<file path="config.mk">
export PLATFORM = sky130hd
export DESIGN_NAME = pfd_cfg_regs
export DESIGN_NICKNAME = d
export VERILOG_FILES = /design/src/design/pfd_pkg.sv /design/src/design/pfd_cfg_regs.sv
export SDC_FILE = /design/constraint.sdc
export NUM_CORES = 1
export LEC_CHECK = 0
export BUFFER_PORTS_ARGS = -buffer_cell sky130_fd_sc_hd__clkbuf_2
export CELL_PAD_IN_SITES_DETAIL_PLACEMENT = 0
export CELL_PAD_IN_SITES_GLOBAL_PLACEMENT = 1
export CORE_AREA = 2 2 96 122
export DETAILED_ROUTE_END_ITERATION = 10
export DIE_AREA = 0 0 98 124
export PLACE_DENSITY = 0.8
export SLEW_MARGIN = 20
export SYNTH_ARGS = -nofsm -noshare
export SYNTH_HDL_FRONTEND = slang
export SYNTH_SLANG_ARGS = --single-unit
export TNS_END_PERCENT = 100
</file>
<file path="constraint.sdc">
create_clock -name clk_i -period 0.8 [get_ports clk_i]
set_input_delay 0.12 -clock clk_i [delete_from_list [all_inputs] [get_ports clk_i]]
set_output_delay 0.12 -clock clk_i [all_outputs]
set_load 0.1 [all_outputs]
</file>
<file path="src/design/pfd_pkg.sv">
// Shared types, constants and helpers for the filtered-derivative PID block.
`timescale 1ns / 1ps
`default_nettype none

package pfd_pkg;

  localparam int unsigned CfgIdxW  = 8;
  localparam int unsigned CfgDataW = 32;

  localparam int unsigned KpW    = 26;
  localparam int unsigned IgW    = 26;
  localparam int unsigned PoleW  = 16;
  localparam int unsigned DgW    = 28;
  localparam int unsigned AngleW = 16;
  localparam int unsigned ErrW   = 17;
  localparam int unsigned DiffW  = 18;
  localparam int unsigned TermW  = 40;
  localparam int unsigned PropW  = 44;
  localparam int unsigned DriveW = 16;

  // Register indexes on the configuration channel.
  localparam logic [CfgIdxW-1:0] CfgIdxKp    = 8'd0;
  localparam logic [CfgIdxW-1:0] CfgIdxInt   = 8'd1;
  localparam logic [CfgIdxW-1:0] CfgIdxPole  = 8'd2;
  localparam logic [CfgIdxW-1:0] CfgIdxDgain = 8'd3;

  localparam logic [KpW-1:0]   KpReset    = 26'd6619136;
  localparam logic [IgW-1:0]   IntReset   = 26'd902611;
  localparam logic [PoleW-1:0] PoleReset  = 16'd5503;
  localparam logic [DgW-1:0]   DgainReset = 28'd11116216;

  localparam logic signed [TermW-1:0] TermMax = {1'b0, {(TermW-1){1'b1}}};
  localparam logic signed [TermW-1:0] TermMin = {1'b1, {(TermW-1){1'b0}}};

  typedef struct packed {
    logic [KpW-1:0]   kp_gain;
    logic [IgW-1:0]   int_gain;
    logic [PoleW-1:0] der_pole;
    logic [DgW-1:0]   der_gain;
  } cfg_t;

  // One sample's three terms, handed from the term pipeline to the output stage.
  typedef struct packed {
    logic                     valid;
    logic signed [PropW-1:0]  prop;
    logic signed [TermW-1:0]  integ;
    logic signed [TermW-1:0]  deriv;
  } terms_t;

  // Clamp a 48-bit sum to the signed 40-bit term range.
  function automatic logic signed [TermW-1:0] sat_term(input logic signed [47:0] x);
    logic signed [TermW-1:0] res;
    if (x[47:TermW-1] != {(48-TermW+1){x[47]}}) begin
      res = x[47] ? TermMin : TermMax;
    end else begin
      res = x[TermW-1:0];
    end
    return res;
  endfunction

endpackage

`default_nettype wire

</file>
<file path="src/design/pfd_cfg_regs.sv">
// Gain and pole registers written over the configuration channel.
`timescale 1ns / 1ps
`default_nettype none

module pfd_cfg_regs (
  input  wire logic                          clk_i,
  input  wire logic                          rst_ni,
  input  wire logic                          cfg_valid_i,
  output logic                               cfg_ready_o,
  input  wire logic [pfd_pkg::CfgIdxW-1:0]   cfg_index_i,
  input  wire logic [pfd_pkg::CfgDataW-1:0]  cfg_data_i,
  output pfd_pkg::cfg_t                      cfg_o
);

  pfd_pkg::cfg_t cfg_q;

  assign cfg_ready_o = 1'b1;
  assign cfg_o       = cfg_q;

  always_ff @(posedge clk_i or negedge rst_ni) begin
    if (!rst_ni) begin
      cfg_q.kp_gain  <= pfd_pkg::KpReset;
      cfg_q.int_gain <= pfd_pkg::IntReset;
      cfg_q.der_pole <= pfd_pkg::PoleReset;
      cfg_q.der_gain <= pfd_pkg::DgainReset;
    end else if (cfg_valid_i) begin
      // Unknown indexes are dropped.
      case (cfg_index_i)
        pfd_pkg::CfgIdxKp:    cfg_q.kp_gain  <= cfg_data_i[pfd_pkg::KpW-1:0];
        pfd_pkg::CfgIdxInt:   cfg_q.int_gain <= cfg_data_i[pfd_pkg::IgW-1:0];
        pfd_pkg::CfgIdxPole:  cfg_q.der_pole <= cfg_data_i[pfd_pkg::PoleW-1:0];
        pfd_pkg::CfgIdxDgain: cfg_q.der_gain <= cfg_data_i[pfd_pkg::DgW-1:0];
        default: ;
      endcase
    end
  end

endmodule

`default_nettype wire

</file>
# Word level (Yosys, flattened, before mapping)
# Cells that the tools add are included.
[totals] regBits=96 inputBits=43 out_inout_bits=97 elab_cells=12
[classes] n_eq_ne=3 reduce_logical=5
[ops] op="8-bit by 2-bit == test with 1-bit output (second input constant)" count=2
[ops] op="8-bit by 1-bit == test with 1-bit output (second input constant)" count=1
[ops] op="8-bit logical NOT" count=1
[ops] op="2-bit AND reduction" count=4

# Logic depth before layout (Yosys ltp)
[depth] ltp_word=2 mapped_depth=5 mapped_depth_nobuf=3

# Least setup slack after synthesis
# OpenSTA, ideal clock, no wires.
[synth_timing] path_type="input port to flip-flop" from="input cfg_index_i[6] in the netlist's numbering" to="register cfg_q (netlist bit cfg_o[70])" setup_ns=0.126 arrival_time_ns=1.432 t_required_ns=0.674 slack_ns=-0.758 cell_stages=5 n_path_buf=2 cell_sequence="nor4b_4 and4bb_1 buf_6 buf_12 mux2_4"
[synth_between] elab_chain_cells=2
[synth_rtl] item="start, declared" line="pfd_cfg_regs.sv:10" rtl="input wire logic [pfd_pkg::CfgIdxW-1:0] cfg_index_i,"
[synth_rtl] item="8-bit logical NOT" line="pfd_cfg_regs.sv:28" rtl="case (cfg_index_i)"
[synth_rtl] item="2-bit AND reduction (no source line)"
[synth_rtl] item="end, declared" line="pfd_cfg_regs.sv:15" rtl="pfd_pkg::cfg_t cfg_q;"
# No other way between the ends.
# A chain may end at the register's enable or synchronous reset.

# Worst setup path after layout
[layout_timing] from="register cfg_q (netlist bit cfg_o[63])" to="output cfg_o[63] in the netlist's numbering"
[layout_rtl] item="end, declared" line="pfd_cfg_regs.sv:12" rtl="output pfd_pkg::cfg_t cfg_o"
# No word-level cell between the ends.

==> flow_summary_export.csv <==
group,metric,value,unit
worst_hold_path,hp-class,"primary input to register",
timing,fin_worst_skew,0,ns
logic_synthesis,yosysTopAreaCell,"sky130_fd_sc_hd__dfrtp_1",
timing,final_worst_setup_slack,-0.471,ns
cts,numCtsBuffers,9,
cts,cts_buffer_depth,2,
logic_synthesis,avgSynthCellArea,19.2,um2
timing,setup_viol,192,
logic_synthesis,count_of_mapped_cells_out_of_synthesis,208,
global_routing,grt.overflow.total,0,
power_and_ir_drop,power.leakage,0.00342,uW
placed_design,post_detail_place_hpwl,7620,um
flow_run,drv_cap,0,
run_status,run_status,"finished with violations",
setup_path,crit_path_start,"cfg_o[63]$_DFFE_PN1P_",
logic_synthesis,ys_top_cells_by_area,"sky130_fd_sc_hd__dfrtp_1 (36%), sky130_fd_sc_hd__dfstp_2 (26%), sky130_fd_sc_hd__mux2_4 (23%)",
power_and_ir_drop,pwr-share-seq,41.5,%
timing,timing.final.crit_period,1.27,ns
timing,period_share,159,%
setup_path,cp.arrival,1.15,ns
final_layout,diodes,0,
timing,timing.setup.tns,-62.82,ns
logic_synthesis,ys.warnings.count,0,
setup_path,worstSetupEndpointType,"primary output",
die,floorplan.die_area,12200,um2
power_and_ir_drop,p_comb_share,26.8,%
detailed_routing,dr_total_vias,2518,
global_routing,grt_pass1_vias,2929,
final_layout,layout-drive-gt1-share,94.8,%
setup_path,worstSetupPathType,"register to primary output",
detailed_routing,drc_errors,0,
power_and_ir_drop,power_report.internal_total,8980,uW
worst_hold_path,worstHoldStart,"cfg_data_i[27]",
timing,timing_max_transition_violations_final,0,
power_and_ir_drop,power.share.clock,31.7,%
setup_path,timing.rr.start,"cfg_o[83]$_DFFE_PN0P_",
power_and_ir_drop,power_switching,4280,uW
final_layout,nets,443,
setup_path,cp.buffers_inverters,1,
timing,highest_achievable_clock_rate,787,MHz
setup_path,timing.critical_path.max_delay_family,"flip-flops",
power_and_ir_drop,design_power_total,13300,uW
logic_synthesis,synth_seq_cells,96,
setup_path,largest_incremental_delay_on_the_critical_path,0.64,ns
logic_synthesis,synth_cell_types,13,
run_status,failed_checks,"setup timing",
cts,cts-root-buf,"sky130_fd_sc_hd__clkbuf_16",
detailed_routing,drt_wl_total,10800,um
setup_path,timing.critical_path.required,0.68,ns
cts,clock_latency,0.34,ns
cts,path_clk_slew,0.07,ns
logic_synthesis,synth_top_cell_area_share,35.7,%
cts,cts_htree_levels,3,
power_and_ir_drop,power.switching_fraction,32.3,%
logic_synthesis,netlist_area,3990,um2
die,die_h,124,um
timing,rsz0062_at_grt,"yes",
die,placeable_core_area,10900,um2
global_routing,global_route.usage.total,18.7,%
detailed_routing,drt-pass1-iter-count,4,
global_routing,grt_first_pass_wirelength,17000,um
global_routing,initial_antenna_violation_count,0,
final_layout,area_growth,83.5,%
setup_path,crit_chain,"buf_12",
die,start_util,36.5,%
timing,report.final.hold_viol_count,0,
detailed_routing,first_iter_violations,41,
die,dieWidth,98,um
detailed_routing,drt.antenna.violating_nets,0,
final_layout,fillCellCount,732,
setup_path,biggest_fanout_along_the_worst_timing_path,2,
logic_synthesis,syn_nets,251,
placed_design,gpl.final_weighted_congestion,0.739,
cts,cts.sinks,96,
die,floorplan.io_pins,140,
setup_path,critPathLaunchType,"register",
die,row_count,43,
power_and_ir_drop,max-vdd-ir-drop,1.43,mV
timing,fin_hold_ws,0.0132,ns
placed_design,port_buffers,134,
setup_path,critPathSlowestCell,"sky130_fd_sc_hd__dfstp_4",
final_layout,largest_register_ff_count,96,
detailed_routing,route.detailed.vias_per_inst,4.66,
logic_synthesis,ys_seq_area_share,61.4,%
global_routing,grt_max_degree,38,
power_and_ir_drop,power_per_cell_area,1810,nW/um2
cts,tritoncts_clock_tree,"done",
detailed_routing,wl_per_cell,19.9,um
-- power groups by stage --
stage / combinational (uW) / clock [uW] / sequential (uW)
finish: 3560 / 4200 / 5500
global route: 3670 / 4530 / 5530
CTS: 3550 / 4300 / 5500
detailed placement: 3440 / 0 / 5590
global placement: 3410 / 0 / 5570
floorplan: 345 / 0 / 7180
-- repair_timing --
item                                    in CTS  in global routing
buffers inserted                            25                 11
pin swaps                                    1                  1
endpoints found under the setup margin     192                192
endpoints found under the hold margin       58                  0
hold buffers                                 1                  0
resized for setup                           27                  4
cloned                                       4                  0
-- worst paths after layout --
check | end | slack, ns | cells after the start
min in group asynchronous | cfg_o[94]$_DFFE_PN0P_ | 0.18 | 2
worst max-delay path | cfg_o[63] | -0.47 | 1
max in group asynchronous | cfg_o[7]$_DFFE_PN1P_ | 0.11 | 3
worst min-delay path | cfg_o[27]$_DFFE_PN0P_ | 0.01 | 2
worst max register to register | cfg_o[83]$_DFFE_PN0P_ | -0.27 | 3
worst min register to register | cfg_o[6]$_DFFE_PN0P_ | 0.56 | 1
-- layout make-up --
cell class              instances  area [um2]  share of cell area [%]
repair buffers                190        2770                    37.7
flip-flops and latches         96        2650                    36.1
multi-input cells             103        1450                    19.8
clock buffers                  12         268                    3.65
well taps                     135         169                    2.31
clock inverters                 4        26.3                   0.359
-- kinds of logic (layout without fill, tap and decap cells) --
kind of cell  after synthesis  after routing  share of synthesized area (%)
other cells                 1              1                         0.0940
buf+inv                     9            206                           2.88
mux                        96             96                           32.7
simple gates                6              6                           2.88
flops                      96             96                           61.4
-- layout by cell type (no fill, tap or decap), drive strengths merged --
cell / synthesis / final
and4bb: 1 / 1
buf: 9 / 153
clkbuf: 0 / 48
clkinv: 0 / 3
clkinvlp: 0 / 1
conb: 1 / 1
dfrtp: 57 / 57
dfstp: 39 / 39
dlygate4sd3: 0 / 1
mux2: 96 / 96
nand4: 1 / 1
nand4b: 2 / 2
nor3: 1 / 1
nor4b: 1 / 1
-- cell usage after synthesis, drive strengths merged --
library cell,count
dfstp,39
nand4b,2
dfrtp,57
conb,1
nor3,1
mux2,96
nor4b,1
nand4,1
and4bb,1
buf,9
-- metrics by stage --
| stage | cells | utilization (%) | setup slack [ns] | area, um2 |
|---|---|---|---|---|
| after floorplan | 208 | - | -0.749 | 4190 |
| after detailed placement | 485 | 60.3 | -0.755 | 6580 |
| after CTS | 531 | 66.7 | -0.483 | 7280 |
| after global placement | 485 | 60.3 | -0.684 | 6580 |
| after global routing | 540 | 67.1 | -0.496 | 7330 |
| final | 540 | 67.1 | -0.471 | 7330 |
-- layer usage --
layer,track usage (%),routed length (um),share of wire [%]
met5,0,0,0
met4,7.73,213,2.0
met3,4.32,513,4.8
met2,34.0,6100,57
met1,21.2,3930,37
Note: power is estimated with default switching activity, not from simulation.
